[config.mk]
export PLATFORM = sky130hd
export DESIGN_NAME = java_constant_pool_parser
export DESIGN_NICKNAME = d
export VERILOG_FILES = /design/src/sv/jcpp_pkg.sv /design/src/sv/jcpp_step.sv /design/src/sv/java_constant_pool_parser.sv
export SDC_FILE = /design/constraint.sdc
export NUM_CORES = 1
export LEC_CHECK = 0
export BUFFER_PORTS_ARGS = -buffer_cell sky130_fd_sc_hd__buf_2
export CAP_MARGIN = 15
export CORE_ASPECT_RATIO = 0.5
export CORE_MARGIN = 2
export CORE_UTILIZATION = 30
export CTS_CLUSTER_SIZE = 25
export DETAILED_ROUTE_END_ITERATION = 10
export GPL_ROUTABILITY_DRIVEN = 0
export MAX_ROUTING_LAYER = met4
export SLEW_MARGIN = 25
export SYNTH_ARGS = -nofsm -noshare
export SYNTH_HDL_FRONTEND = slang
export SYNTH_SLANG_ARGS = --single-unit
[constraint.sdc]
create_clock -name clk -period 14.2 [get_ports clk]
set_clock_uncertainty 0.15 [all_clocks]
set_input_delay 2.84 -clock clk [delete_from_list [all_inputs] [get_ports clk]]
set_output_delay 2.84 -clock clk [all_outputs]
set_load 0.01 [all_outputs]
[src/sv/jcpp_pkg.sv]
// Shared types, tag codes and helpers for the constant-pool parser.
// Used by jcpp_step and java_constant_pool_parser; depends on nothing.
package jcpp_pkg;

    // Parser phase
    typedef enum logic [1:0] {
        PH_TAG,
        PH_PAYLOAD,
        PH_SKIP
    } phase_t;

    // Constant-pool tag codes
    localparam logic [7:0] TAG_UTF8        = 8'd1;
    localparam logic [7:0] TAG_INTEGER     = 8'd3;
    localparam logic [7:0] TAG_FLOAT       = 8'd4;
    localparam logic [7:0] TAG_LONG        = 8'd5;
    localparam logic [7:0] TAG_DOUBLE      = 8'd6;
    localparam logic [7:0] TAG_CLASS       = 8'd7;
    localparam logic [7:0] TAG_STRING      = 8'd8;
    localparam logic [7:0] TAG_FIELDREF    = 8'd9;
    localparam logic [7:0] TAG_METHODREF   = 8'd10;
    localparam logic [7:0] TAG_IFMETHODREF = 8'd11;
    localparam logic [7:0] TAG_NAMETYPE    = 8'd12;

    // Result status codes
    localparam logic [1:0] STATUS_WORD    = 2'd0;
    localparam logic [1:0] STATUS_BAD_TAG = 2'd1;
    localparam logic [1:0] STATUS_OVERRUN = 2'd2;

    // Payload lengths in bytes
    localparam logic [3:0] LEN_NONE = 4'd0;
    localparam logic [3:0] LEN_U2   = 4'd2;
    localparam logic [3:0] LEN_U4   = 4'd4;
    localparam logic [3:0] LEN_WIDE = 4'd8;

    // Register indexes and reset values
    localparam logic REG_ENTRY_COUNT = 1'b0;
    localparam logic REG_POOL_OFFSET = 1'b1;
    localparam logic [15:0] ENTRY_COUNT_RESET = 16'd1;
    localparam logic [31:0] POOL_OFFSET_RESET = 32'd10;

    // Parser state
    typedef struct packed {
        phase_t      phase;
        logic [7:0]  cur_tag;
        logic [2:0]  bytes_seen;
        logic [31:0] acc;
        logic [15:0] entry_pos;
        logic [31:0] byte_pos;
        logic [15:0] skip_rem;
        logic        halted;
    } state_t;

    // One result beat
    typedef struct packed {
        logic [15:0] entry_index;
        logic [7:0]  tag;
        logic [31:0] value;
        logic [1:0]  status;
        logic        pool_done;
    } result_t;

    // Payload length of a tag, LEN_NONE for an unknown tag
    function automatic logic [3:0] payload_len(input logic [7:0] t);
        logic [3:0] len;
        unique case (t)
            TAG_UTF8, TAG_CLASS, TAG_STRING:           len = LEN_U2;
            TAG_INTEGER, TAG_FLOAT, TAG_FIELDREF,
            TAG_METHODREF, TAG_IFMETHODREF,
            TAG_NAMETYPE:                              len = LEN_U4;
            TAG_LONG, TAG_DOUBLE:                      len = LEN_WIDE;
            default:                                   len = LEN_NONE;
        endcase
        return len;
    endfunction

endpackage

[src/sv/jcpp_step.sv]
// Next-state and result logic for one pool byte of the constant-pool parser.
// Depends on jcpp_pkg.
module jcpp_step
(
    input  jcpp_pkg::state_t  state,
    input  logic [7:0]        byte_in,
    input  logic              first,
    input  logic [15:0]       entry_count,
    input  logic [31:0]       pool_offset,
    output jcpp_pkg::state_t  state_next,
    output logic              res_valid,
    output jcpp_pkg::result_t res
);

    jcpp_pkg::state_t s;
    logic [3:0]  need;
    logic [3:0]  cnt;
    logic [31:0] acc_new;
    logic [16:0] epos_next;
    logic [16:0] count_ext;

    // Restart on a first byte
    always_comb
    begin
        s = state;
        if (first)
        begin
            s.halted     = 1'b0;
            s.phase      = jcpp_pkg::PH_TAG;
            s.entry_pos  = 16'd1;
            s.byte_pos   = pool_offset;
            s.bytes_seen = 3'd0;
            s.acc        = 32'd0;
            s.skip_rem   = 16'd0;
        end
    end

    assign count_ext = {1'b0, entry_count};
    assign cnt       = {1'b0, s.bytes_seen} + 4'd1;
    assign acc_new   = {s.acc[23:0], byte_in};

    // Byte handling per phase
    always_comb
    begin
        state_next = s;
        res_valid  = 1'b0;
        res        = '0;
        need       = jcpp_pkg::LEN_NONE;
        epos_next  = {1'b0, s.entry_pos};
        if (!s.halted)
        begin
            unique case (s.phase)
                jcpp_pkg::PH_SKIP:
                begin
                    state_next.byte_pos = s.byte_pos + 32'd1;
                    state_next.skip_rem = s.skip_rem - 16'd1;
                    if (s.skip_rem == 16'd1)
                        state_next.phase = jcpp_pkg::PH_TAG;
                end
                jcpp_pkg::PH_TAG:
                begin
                    need = jcpp_pkg::payload_len(byte_in);
                    epos_next = {1'b0, s.entry_pos} + 17'd1;
                    if (s.entry_pos < entry_count)
                    begin
                        state_next.byte_pos = s.byte_pos + 32'd1;
                        res.entry_index = s.entry_pos;
                        res.tag         = byte_in;
                        if (need == jcpp_pkg::LEN_NONE)
                        begin
                            state_next.halted = 1'b1;
                            res_valid  = 1'b1;
                            res.status = jcpp_pkg::STATUS_BAD_TAG;
                        end
                        else if (need == jcpp_pkg::LEN_WIDE && epos_next >= count_ext)
                        begin
                            state_next.halted = 1'b1;
                            res_valid  = 1'b1;
                            res.status = jcpp_pkg::STATUS_OVERRUN;
                        end
                        else
                        begin
                            state_next.cur_tag    = byte_in;
                            state_next.bytes_seen = 3'd0;
                            state_next.acc        = 32'd0;
                            state_next.phase      = jcpp_pkg::PH_PAYLOAD;
                        end
                    end
                end
                jcpp_pkg::PH_PAYLOAD:
                begin
                    need = jcpp_pkg::payload_len(s.cur_tag);
                    state_next.byte_pos   = s.byte_pos + 32'd1;
                    state_next.bytes_seen = cnt[2:0];
                    state_next.acc        = acc_new;
                    res.tag    = s.cur_tag;
                    res.status = jcpp_pkg::STATUS_WORD;
                    // high word of a wide entry goes to index+1
                    if (need == jcpp_pkg::LEN_WIDE && cnt == 4'd4)
                    begin
                        res_valid       = 1'b1;
                        res.entry_index = s.entry_pos + 16'd1;
                        res.value       = acc_new;
                        state_next.acc  = 32'd0;
                    end
                    else if (cnt >= need)
                    begin
                        res_valid       = 1'b1;
                        res.entry_index = s.entry_pos;
                        if (s.cur_tag == jcpp_pkg::TAG_UTF8)
                        begin
                            // offset of the first length byte
                            epos_next = {1'b0, s.entry_pos} + 17'd1;
                            res.value = s.byte_pos - 32'd1;
                            state_next.skip_rem = acc_new[15:0];
                            state_next.phase = (acc_new[15:0] != 16'd0) ?
                                jcpp_pkg::PH_SKIP : jcpp_pkg::PH_TAG;
                        end
                        else
                        begin
                            epos_next = {1'b0, s.entry_pos} +
                                ((need == jcpp_pkg::LEN_WIDE) ? 17'd2 : 17'd1);
                            res.value = acc_new;
                            state_next.phase = jcpp_pkg::PH_TAG;
                        end
                        res.pool_done         = (epos_next >= count_ext);
                        state_next.entry_pos  = epos_next[15:0];
                        state_next.bytes_seen = 3'd0;
                        state_next.acc        = 32'd0;
                    end
                end
                default:
                begin
                    state_next.phase = jcpp_pkg::PH_TAG;
                end
            endcase
        end
    end

endmodule

[src/sv/java_constant_pool_parser.sv]
// Top level of the constant-pool parser: stream ports, registers, pipeline.
// Depends on jcpp_pkg and jcpp_step.
//
// The parser takes one constant-pool byte per beat and can accept a beat in
// every clock cycle. Each byte passes an input register, the per-byte parse
// logic, and a result register, from which its result beat is offered. The
// input side stalls only while the result register holds a beat that the
// downstream side has not taken. Bytes that end no definition word (known
// tags, partial payloads, UTF8 text) produce no beat. After an unknown tag
// or a wide entry at the last index the parser halts until a byte marked
// first. Register writes are taken at any cycle and are meant for an idle
// parser.
module java_constant_pool_parser
(
    input  logic        clk,
    input  logic        rst_n,
    // configuration
    input  logic        cfg_we,
    input  logic        cfg_index,
    input  logic [31:0] cfg_data,
    // input stream
    input  logic        s_tvalid,
    output logic        s_tready,
    input  logic [7:0]  s_tdata,   // [7:0] byte_in
    input  logic        s_tuser,   // [0] first
    // result stream
    output logic        m_tvalid,
    input  logic        m_tready,
    output logic [55:0] m_tdata,   // [15:0] entry_index, [23:16] tag, [55:24] value
    output logic [1:0]  m_tuser,   // [1:0] status
    output logic        m_tlast    // pool_done
);

    logic [15:0] entry_count_reg;
    logic [31:0] pool_offset_reg;

    jcpp_pkg::state_t  state_reg;
    jcpp_pkg::state_t  state_next;
    jcpp_pkg::result_t res;
    jcpp_pkg::result_t out_reg;
    logic              res_valid;

    logic       in_valid_reg;
    logic [7:0] in_byte_reg;
    logic       in_first_reg;
    logic       out_valid_reg;
    logic       fire;

    // Configuration registers
    always_ff @(posedge clk or negedge rst_n)
    begin
        if (!rst_n)
        begin
            entry_count_reg <= jcpp_pkg::ENTRY_COUNT_RESET;
            pool_offset_reg <= jcpp_pkg::POOL_OFFSET_RESET;
        end
        else if (cfg_we)
        begin
            unique case (cfg_index)
                jcpp_pkg::REG_ENTRY_COUNT: entry_count_reg <= cfg_data[15:0];
                jcpp_pkg::REG_POOL_OFFSET: pool_offset_reg <= cfg_data;
                default: ;
            endcase
        end
    end

    // Parse a held byte when the result register is free or being drained
    assign fire     = in_valid_reg && (!out_valid_reg || m_tready);
    assign s_tready = !in_valid_reg || fire;

    // Input register
    always_ff @(posedge clk or negedge rst_n)
    begin
        if (!rst_n)
            in_valid_reg <= 1'b0;
        else if (s_tready)
            in_valid_reg <= s_tvalid;
    end

    always_ff @(posedge clk)
    begin
        if (s_tready && s_tvalid)
        begin
            in_byte_reg  <= s_tdata;
            in_first_reg <= s_tuser;
        end
    end

    jcpp_step u_step
    (
        .state       (state_reg),
        .byte_in     (in_byte_reg),
        .first       (in_first_reg),
        .entry_count (entry_count_reg),
        .pool_offset (pool_offset_reg),
        .state_next  (state_next),
        .res_valid   (res_valid),
        .res         (res)
    );

    // Parser state
    always_ff @(posedge clk or negedge rst_n)
    begin
        if (!rst_n)
        begin
            state_reg.phase      <= jcpp_pkg::PH_TAG;
            state_reg.cur_tag    <= 8'd0;
            state_reg.bytes_seen <= 3'd0;
            state_reg.acc        <= 32'd0;
            state_reg.entry_pos  <= 16'd1;
            state_reg.byte_pos   <= jcpp_pkg::POOL_OFFSET_RESET;
            state_reg.skip_rem   <= 16'd0;
            state_reg.halted     <= 1'b0;
        end
        else if (fire)
        begin
            state_reg <= state_next;
        end
    end

    // Result register
    always_ff @(posedge clk or negedge rst_n)
    begin
        if (!rst_n)
            out_valid_reg <= 1'b0;
        else if (fire)
            out_valid_reg <= res_valid;
        else if (m_tready)
            out_valid_reg <= 1'b0;
    end

    always_ff @(posedge clk)
    begin
        if (fire && res_valid)
            out_reg <= res;
    end

    assign m_tvalid = out_valid_reg;
    assign m_tdata  = {out_reg.value, out_reg.tag, out_reg.entry_index};
    assign m_tuser  = out_reg.status;
    assign m_tlast  = out_reg.pool_done;

endmodule
==> impl_metrics.json, run 1 <==
{
  "outcome": "complete, no violations",
  "clock_latency_ns": 0.56,
  "final_util": 0.347,
  "min_period_over_period": 0.445,
  "maxSlewHeadroom": 0.296,
  "nNetsFinal": 1818,
  "floorplan.initialDensity": 0.305,
  "clk_pin_slew_ns": 0.06,
  "cts_root_buf": "clkbuf_16",
  "synth_edf_count": 68,
  "start_kind": "input port",
  "cts_max_path_buffers": 3,
  "syn2layout_area_growth_pct": 14.0,
  "async_reset_ff_frac": 0.682,
  "powerDensity_nw_per_um2": 169,
  "first_global_vias": 12500,
  "synth-compound-area-share": 0.200,
  "crit_path_max_fanout": 3,
  "dr.pass1.iters": 5,
  "synth_flop_cell": "dfrtp_1",
  "grt_max_degree": 72,
  "worstMarginPinSlew_ns": 1.05,
  "grt_usage": 0.191,
  "cap_viol_max_count": 0,
  "cp.required_ns": 11.21,
  "synth_top_family_by_area": "compound AO/OA/AOI/OAI gates",
  "p_total_mw": 2.86,
  "arrival_ns": 3.33,
  "dp_cells": 2318,
  "register_area_um2": 5910,
  "stdcell_area_um2": 16900,
  "syn_inst": 1633,
  "num_vias": 13100,
  "vias_per_cell": 5.55,
  "crit_path_end_kind": "output port",
  "cts-buffers-inserted": 26,
  "n_antenna_cell": 0,
  "antenna_found_initial": 0,
  "final-hold-violation-count": 0,
  "p_leak_nw": 6.75,
  "fin_crit_ns": 6.32,
  "drt_wl_total_um": 48000,
  "fp.dieW_um": 318,
  "synth_mux_area_frac": 0.0716,
  "rsz0062_at_grt": "no",
  "synthesis.nets": 1753,
  "globalRouteOverflowTotal": 0,
  "multi_input_area_um2": 8250,
  "yosys.cell_types.count": 89,
  "dieArea_um2": 51200,
  "placed_cell_area_um2": 15900,
  "synth_area_um2": 14800,
  "die_h_um": 161,
  "fin_ws_ns": 7.88,
  "grt_first_pass_wirelength_um": 75400,
  "drc": 0,
  "slew_viol_final": 0,
  "drt_iter0_markers": 1309,
  "largest_reg_flops": 102,
  "avgSynthCellArea_um2": 9.06,
  "ir_worst_vdd_uv": 86.1,
  "r2r_setup_slack_ns": 7.94,
  "num_io_pins": 108,
  "core_um2": 48600,
  "nFillCells": 4956,
  "setup_tns_ns": 0,
  "wl_per_cell_um": 20.3,
  "cts_setup_buffers": 0,
  "setup_violations": 0,
  "ys_warn_count": 0,
  "synthXorXnorAreaFrac": 0.0338,
  "worst_hold_path_type": "flip-flop to flip-flop",
  "post_cts_resized": 0,
  "dpl.hpwl_um": 34500,
  "synthAdderAreaFrac": 0.0623,
  "hold_ws_ns": 0.335,
  "ctsHoldBuffers": 0,
  "rows": 57,
  "ys_seq_area_frac": 0.400,
  "drive_gt1_frac": 0.158,
  "final_antenna_net_count": 0,
  "synth-seq-cells": 223,
  "cts_tree": "done",
  "htree_levels": 1,
  "portBuffers": 107,
  "dp_worst_setup_slack_ns": 7.87,
  "layout.cells.non_filler": 2367,
  "synth-simple-area-share": 0.187,
  "crit_type": "input port to output port",
  "cts_sinks": 223,
  "clock.fmax_ghz": 0.158
}
==> per-layer routing <==
metal  track usage  vias to the layer above  wire, um
li1              -                     6162         -
met1         0.256                     6387     21400
met2         0.295                      497     21700
met3        0.0260                       94      3110
met4        0.0698                        0      1830
met5             -                        -         0
==> critical path, stage by stage <==
cell	delay, ns
buf_2	0.10
nor2b_1	0.14
nand2_1	0.10
buf_2	0.15
==> cells in the final DEF, fill, tap and decap left out, types with 17 or more instances in the layout <==
cell type and n:
a21oi_1 88, a22o_1 17, buf_4 24, nand2_1 188
buf_2 106, a22oi_1 53, a31oi_1 20, nor3_1 37
ha_1 72, nand3_1 52, inv_1 63, edfxtp_1 68
mux2_2 56, xnor2_1 46, clkbuf_16 27, mux2i_1 40
dfrtp_1 146, nor2_1 147, nand4_1 24, nor2b_1 21
o21ai_0 122
==> final timing paths <==
path / start / to / depth (start not counted)
worst max-delay path: m_tready / s_tready / 4
worst min-delay path: state_reg[47] / state_reg[47] / 2
worst max register to register: in_first_reg / m_tdata[53] / 14
worst min register to register: state_reg[47] / state_reg[47] / 2
max in group asynchronous: rst_n / pool_offset_reg[21] / 3
min in group asynchronous: rst_n / pool_offset_reg[23] / 1
==> report_power, final <==
part | switching [mW] | leakage (nW) | internal (mW)
combinational | 0.726 | 3.78 | 0.394
clock | 0.302 | 0.422 | 0.412
sequential | 0.167 | 2.54 | 0.855
total | 1.20 | 6.75 | 1.66
==> cells in the mapped netlist (5+ instances only) <==
master | instances | share of area
nand2_1 | 188 | 0.048
nor2_1 | 148 | 0.038
dfrtp_1 | 146 | 0.25
o21ai_0 | 122 | 0.041
a21oi_1 | 89 | 0.030
ha_1 | 72 | 0.061
clkbuf_1 | 70 | 0.018
edfxtp_1 | 68 | 0.14
inv_1 | 63 | 0.016
mux2_2 | 56 | 0.043
a22oi_1 | 53 | 0.027
nand3_1 | 52 | 0.018
xnor2_1 | 46 | 0.027
mux2i_1 | 40 | 0.027
nor3_1 | 38 | 0.013
nand4_1 | 24 | 0.010
nor2b_1 | 22 | 0.0093
a31oi_1 | 21 | 0.0089
a22o_1 | 17 | 0.010
nor4_1 | 16 | 0.0068
o211ai_1 | 15 | 0.0076
a21o_1 | 13 | 0.0066
and2_1 | 11 | 0.0047
and3_1 | 11 | 0.0047
buf_2 | 11 | 0.0037
nand3b_1 | 11 | 0.0056
xor2_1 | 11 | 0.0065
a221oi_1 | 10 | 0.0059
nand2b_1 | 10 | 0.0042
a211oi_1 | 9 | 0.0046
o31ai_1 | 9 | 0.0046
or3_1 | 9 | 0.0038
o21a_1 | 8 | 0.0041
or4_1 | 8 | 0.0041
buf_1 | 7 | 0.0018
nor3b_1 | 7 | 0.0036
o311ai_0 | 7 | 0.0041
a32oi_1 | 6 | 0.0036
a41oi_1 | 6 | 0.0036
dfstp_2 | 6 | 0.011
o221ai_1 | 6 | 0.0036
or2_2 | 6 | 0.0025
a32o_1 | 5 | 0.0034
o21bai_1 | 5 | 0.0025
==> logic make-up (layout without fill, tap and decap cells) <==
group                      Yosys count  in the layout
muxes                               98             98
adders and majority gates           73             73
and+or+nand+nor                    579            579
AOI/OAI and AO/OA                  444            444
xor gates and xnor gates            57             57
buffers and inverters              159            244
DFF                                223            223
==> layout make-up <==
type	instances	area share
sequential	223	0.351
clock buffer	29	0.0411
tap	649	0.0482
inverter	64	0.0143
multi-input combinational	1251	0.490
clock inverter	19	0.0125
timing repair buffer	132	0.0435
Note: power is estimated with default switching activity, not from simulation.
==> run 2: changes to the inputs <==
clock period = 6.4 ns   (was 14.2 ns; I/O delays follow)
==> run 2 against run 1 <==
Against the previous run:
- register-to-register slack got worse by 6.6 ns
- via count about the same
- sequential power increased by 120%
- wire length decreased by 0.17%
- non-clock buffer count increased by 8
- critical path depth increased by 11
- total power increased by 120%
- highest routed layer unchanged
==> impl_metrics.json, run 2 (same netlist as run 1, synthesis figures left out) <==
{
  "outcome": "complete, no violations",
  "num_io_pins": 108,
  "drc": 0,
  "stdcell_area_um2": 16800,
  "final_antenna_net_count": 0,
  "clk_pin_slew_ns": 0.07,
  "cts_setup_buffers": 0,
  "floorplan.initialDensity": 0.305,
  "slew_viol_final": 0,
  "cp.required_ns": 6.43,
  "fin_crit_ns": 5.11,
  "grt_max_degree": 69,
  "num_vias": 13100,
  "multi_input_area_um2": 8250,
  "fin_ws_ns": 1.29,
  "final-hold-violation-count": 0,
  "cts_max_path_buffers": 3,
  "placed_cell_area_um2": 16000,
  "layout.cells.non_filler": 2373,
  "die_h_um": 161,
  "post_cts_resized": 0,
  "final_common_cell": "nand2_1",
  "power.switching_mw": 2.60,
  "seqPwrFrac": 0.363,
  "worst_hold_path_type": "flip-flop to flip-flop",
  "p_clk_frac": 0.236,
  "dr.pass1.iters": 6,
  "setup_violations": 0,
  "final_util": 0.347,
  "cts_root_buf": "clkbuf_16",
  "reg2reg_from": "in_first_reg",
  "drive_gt1_frac": 0.157,
  "register_area_um2": 5910,
  "ctsHoldBuffers": 0,
  "portBuffers": 107,
  "powerDensity_nw_per_um2": 371,
  "crit_type": "flip-flop to flip-flop",
  "crit_path_end_kind": "flip-flop",
  "grt_usage": 0.189,
  "drt_iter0_markers": 1535,
  "crit_path_max_fanout": 41,
  "dpl.hpwl_um": 35100,
  "core_um2": 48600,
  "hold_start": "state_reg[49]",
  "critPathLaunch": "in_first_reg",
  "syn2layout_area_growth_pct": 13.8,
  "cts-buffers-inserted": 25,
  "r2r_setup_slack_ns": 1.29,
  "nFillCells": 4968,
  "rows": 57,
  "globalRouteOverflowTotal": 0,
  "rsz0062_at_grt": "no",
  "final_cell_mix": "nand2_1 (188), nor2_1 (147), dfrtp_1 (146)",
  "clock.fmax_ghz": 0.196,
  "htree_levels": 1,
  "drt_wl_total_um": 48000,
  "n_antenna_cell": 0,
  "cap_viol_max_count": 0,
  "grt_first_pass_wirelength_um": 74500,
  "setup_tns_ns": 0,
  "cts_sinks": 223,
  "nNetsFinal": 1825,
  "maxSlewHeadroom": 0.346,
  "largest_reg_flops": 102,
  "arrival_ns": 5.14,
  "p_int_mw": 3.64,
  "worstMarginPinSlew_ns": 0.977,
  "dieArea_um2": 51200,
  "fp.dieW_um": 318,
  "start_kind": "flip-flop",
  "p_leak_nw": 6.77,
  "clock_latency_ns": 0.55,
  "comb_power_share": 0.401,
  "wl_per_cell_um": 20.2,
  "dp_cells": 2327,
  "cts_tree": "done",
  "swShare": 0.416,
  "dp_worst_setup_slack_ns": 1.44,
  "vias_per_cell": 5.53,
  "ir_worst_vdd_uv": 170,
  "min_period_over_period": 0.798,
  "antenna_found_initial": 0,
  "first_global_vias": 12300
}
[run 2: cell types whose count changed in the layout (fill, tap and decap cells not counted), moves of 2 or more]
cell / before / now
buf_4: 24 / 33
clkbuf_1: 1 / 7
clkinvlp_4: 7 / 1
clkinv_2: 3 / 5
clkinv_4: 3 / 1
inv_6: 3 / 1
[run 2: final cells by class]
| type | count | area share |
|---|---|---|
| inverters | 64 | 0.0143 |
| repair buffers | 140 | 0.0469 |
| clock buffers | 35 | 0.0425 |
| multi-input cells | 1251 | 0.490 |
| clock inverters | 11 | 0.00676 |
| well taps | 649 | 0.0482 |
| flip-flops and latches | 223 | 0.351 |
[run 2: per-layer routing]
| layer | up-vias | global-route usage | routed length, um |
|---|---|---|---|
| li1 | 6155 | - | - |
| met1 | 6311 | 0.259 | 21300 |
| met2 | 568 | 0.287 | 21400 |
| met3 | 100 | 0.0256 | 3400 |
| met4 | 0 | 0.0674 | 1800 |
| met5 | - | - | 0 |
[run 2: worst paths after layout]
kind,depth (start not counted),to
setup reg to reg,15,m_tdata[51]
hold / removal,2,state_reg[49]
setup / recovery,15,m_tdata[51]
max in group asynchronous,2,state_reg[107]
min in group asynchronous,1,pool_offset_reg[24]
hold reg to reg,2,state_reg[49]
[run 2: stage by stage]
stage          hold WS (ns)  power [mW]
2_1_floorplan         0.295        3.87
3_3_place_gp          0.317        4.71
3_5_place_dp          0.331        4.74
4_1_cts               0.340        6.24
5_1_grt               0.363        6.62
6_report              0.343        6.24
[run 2: power groups by stage]
stage | combinational, mW | sequential, mW | clock [mW]
after floorplan | 1.66 | 2.21 | 0
after global placement | 2.43 | 2.27 | 0
after detailed placement | 2.46 | 2.27 | 0
after CTS | 2.47 | 2.25 | 1.51
after global routing | 2.74 | 2.32 | 1.57
final | 2.50 | 2.26 | 1.47
[run 2: critical path: stages, from the launching register on]
cell	delay, ns
edfxtp_1	0.61
nor2b_1	0.42
ha_1	0.31
nand4_1	0.19
nor4_1	0.33
buf_4	0.20
nand3_1	0.15
xnor2_1	0.20
ha_1	0.29
nand4_1	0.14
a2111o_1	0.36
a31oi_1	0.18
o21a_1	0.27
o21ai_0	0.22
a21oi_4	0.18
buf_4	0.48
==> run 3: changes to the inputs <==
clock period = 4.2 ns   (was 6.4 ns; I/O delays follow)
==> run 3 against run 2 <==
Against the previous run:
- final area up 5.1%
- first-iteration DRC count shrank 8.5%
- wire length increased by 4.6%
- sequential cell count unchanged
- clock-buffer cell count shrank 4
- core utilization increased by 1.8 points
- die area unchanged
==> impl_metrics.json, run 3 (same netlist as run 1, synthesis figures left out) <==
{
  "outcome": "complete, no violations",
  "grt_first_pass_wirelength_um": 76700,
  "drt_iter0_markers": 1404,
  "globalRouteOverflowTotal": 0,
  "placed_cell_area_um2": 16600,
  "syn2layout_area_growth_pct": 19.7,
  "p_int_mw": 5.82,
  "dpl.hpwl_um": 36700,
  "antenna_found_initial": 0,
  "p_total_mw": 9.96,
  "clock.fmax_ghz": 0.243,
  "min_period_over_period": 0.978,
  "cp.required_ns": 4.33,
  "grt_usage": 0.196,
  "grt_max_degree": 124,
  "clk_pin_slew_ns": 0.06,
  "drt_wl_total_um": 50200,
  "slew_viol_final": 0,
  "dp_cells": 2395,
  "fp.dieW_um": 318,
  "seqPwrFrac": 0.345,
  "final-hold-violation-count": 0,
  "nNetsFinal": 1906,
  "dieArea_um2": 51200,
  "p_leak_nw": 7.27,
  "vias_per_cell": 5.54,
  "arrival_ns": 4.24,
  "cts-buffers-inserted": 25,
  "layout.cells.non_filler": 2454,
  "final_antenna_net_count": 0,
  "cts_sinks": 223,
  "final_cell_mix": "nand2_1 (187), dfrtp_1 (146), nor2_1 (145)",
  "rows": 57,
  "largest_reg_flops": 102,
  "core_um2": 48600,
  "p_clk_frac": 0.232,
  "comb_power_share": 0.423,
  "crit_path_end_kind": "flip-flop",
  "worst-path-buf-inv": 2,
  "start_kind": "flip-flop",
  "slowest_delay_ns": 0.41,
  "first_global_vias": 12700,
  "cts_max_path_buffers": 3,
  "swShare": 0.415,
  "cts_root_buf": "clkbuf_16",
  "crit_family": "compound AO/OA/AOI/OAI gates",
  "maxSlewHeadroom": 0.344,
  "portBuffers": 107,
  "setup_violations": 0,
  "power.switching_mw": 4.13,
  "worst_hold_path_type": "input port to asynchronous set/reset pin",
  "wl_per_cell_um": 20.4,
  "num_io_pins": 108,
  "clock_latency_ns": 0.56,
  "dp_worst_setup_slack_ns": 0.0194,
  "crit_chain": "inv_2, ha_4, nand2_2, nand4b_1, ha_2, inv_2, fa_2, a2111oi_4, nand3_2, xor2_1, nor2_1, ha_1, a21o_1, a21o_1, a2111oi_4, nand2b_1, o21ai_1, a21oi_1",
  "cap_viol_max_count": 0,
  "fin_ws_ns": 0.0926,
  "final_common_cell": "nand2_1",
  "worstMarginPinSlew_ns": 0.980,
  "drc": 0,
  "htree_levels": 1,
  "floorplan.initialDensity": 0.305,
  "critPathSlowestCell": "dfrtp_1",
  "powerDensity_nw_per_um2": 563,
  "cts_tree": "done",
  "crit_path_max_fanout": 3,
  "dr.pass1.iters": 6,
  "fin_crit_ns": 4.11,
  "final_util": 0.364,
  "stdcell_area_um2": 17700,
  "crit_type": "flip-flop to flip-flop",
  "drive_gt1_frac": 0.209,
  "rsz0062_at_grt": "yes",
  "ctsHoldBuffers": 0,
  "ir_worst_vdd_uv": 307,
  "num_vias": 13600,
  "die_h_um": 161,
  "n_antenna_cell": 0
}
==> run 3: stage by stage <==
step	setup TNS, ns	hold slack (ns)
final	0	0.136
after global routing	-0.771	0.195
after CTS	0	0.160
after detailed placement	0	0.322
after global placement	0	0.316
after floorplan	-56.57	0.295
==> run 3: power groups by stage <==
stage,Sequential (mW),Combinational [mW],Clock [mW]
final,3.44,4.21,2.31
after global routing,3.51,4.59,2.45
after CTS,3.41,4.03,2.36
after detailed placement,3.45,4.01,0
after global placement,3.44,3.97,0
after floorplan,3.37,2.56,0
==> run 3: worst paths after layout <==
check	start	to	slack [ns]	cells after the start
setup / recovery	state_reg[101]	m_tlast	0.09	18
hold / removal	rst_n	pool_offset_reg[21]	0.14	1
setup reg to reg	state_reg[101]	m_tlast	0.09	18
hold reg to reg	state_reg[18]	state_reg[18]	0.34	2
max in group asynchronous	rst_n	state_reg[49]	2.84	2
min in group clk	s_tdata[4]	in_byte_reg[4]	0.32	1
==> run 3: layout make-up <==
type	instances	area (um^2)
Fill cell	4922	30900
Inverter	64	243
Clock buffer	31	711
Clock inverter	15	144
Tap cell	649	812
Multi-Input combinational cell	1251	8390
Timing Repair Buffer	221	1490
Sequential cell	223	5910
==> run 3: timing repair <==
action                     4_1_cts  5_1_grt
resized for setup                1       19
cloned                           0        1
pin swaps                        0        8
setup endpoints to repair        1       90
buffers inserted                 0       12
==> run 3: routing by layer <==
layer	vias up	GRT usage	routed length, um
met2	575	0.293	22000
met1	6574	0.266	22300
li1	6323	-	-
met4	0	0.0780	2220
met3	115	0.0302	3660
met5	-	-	0
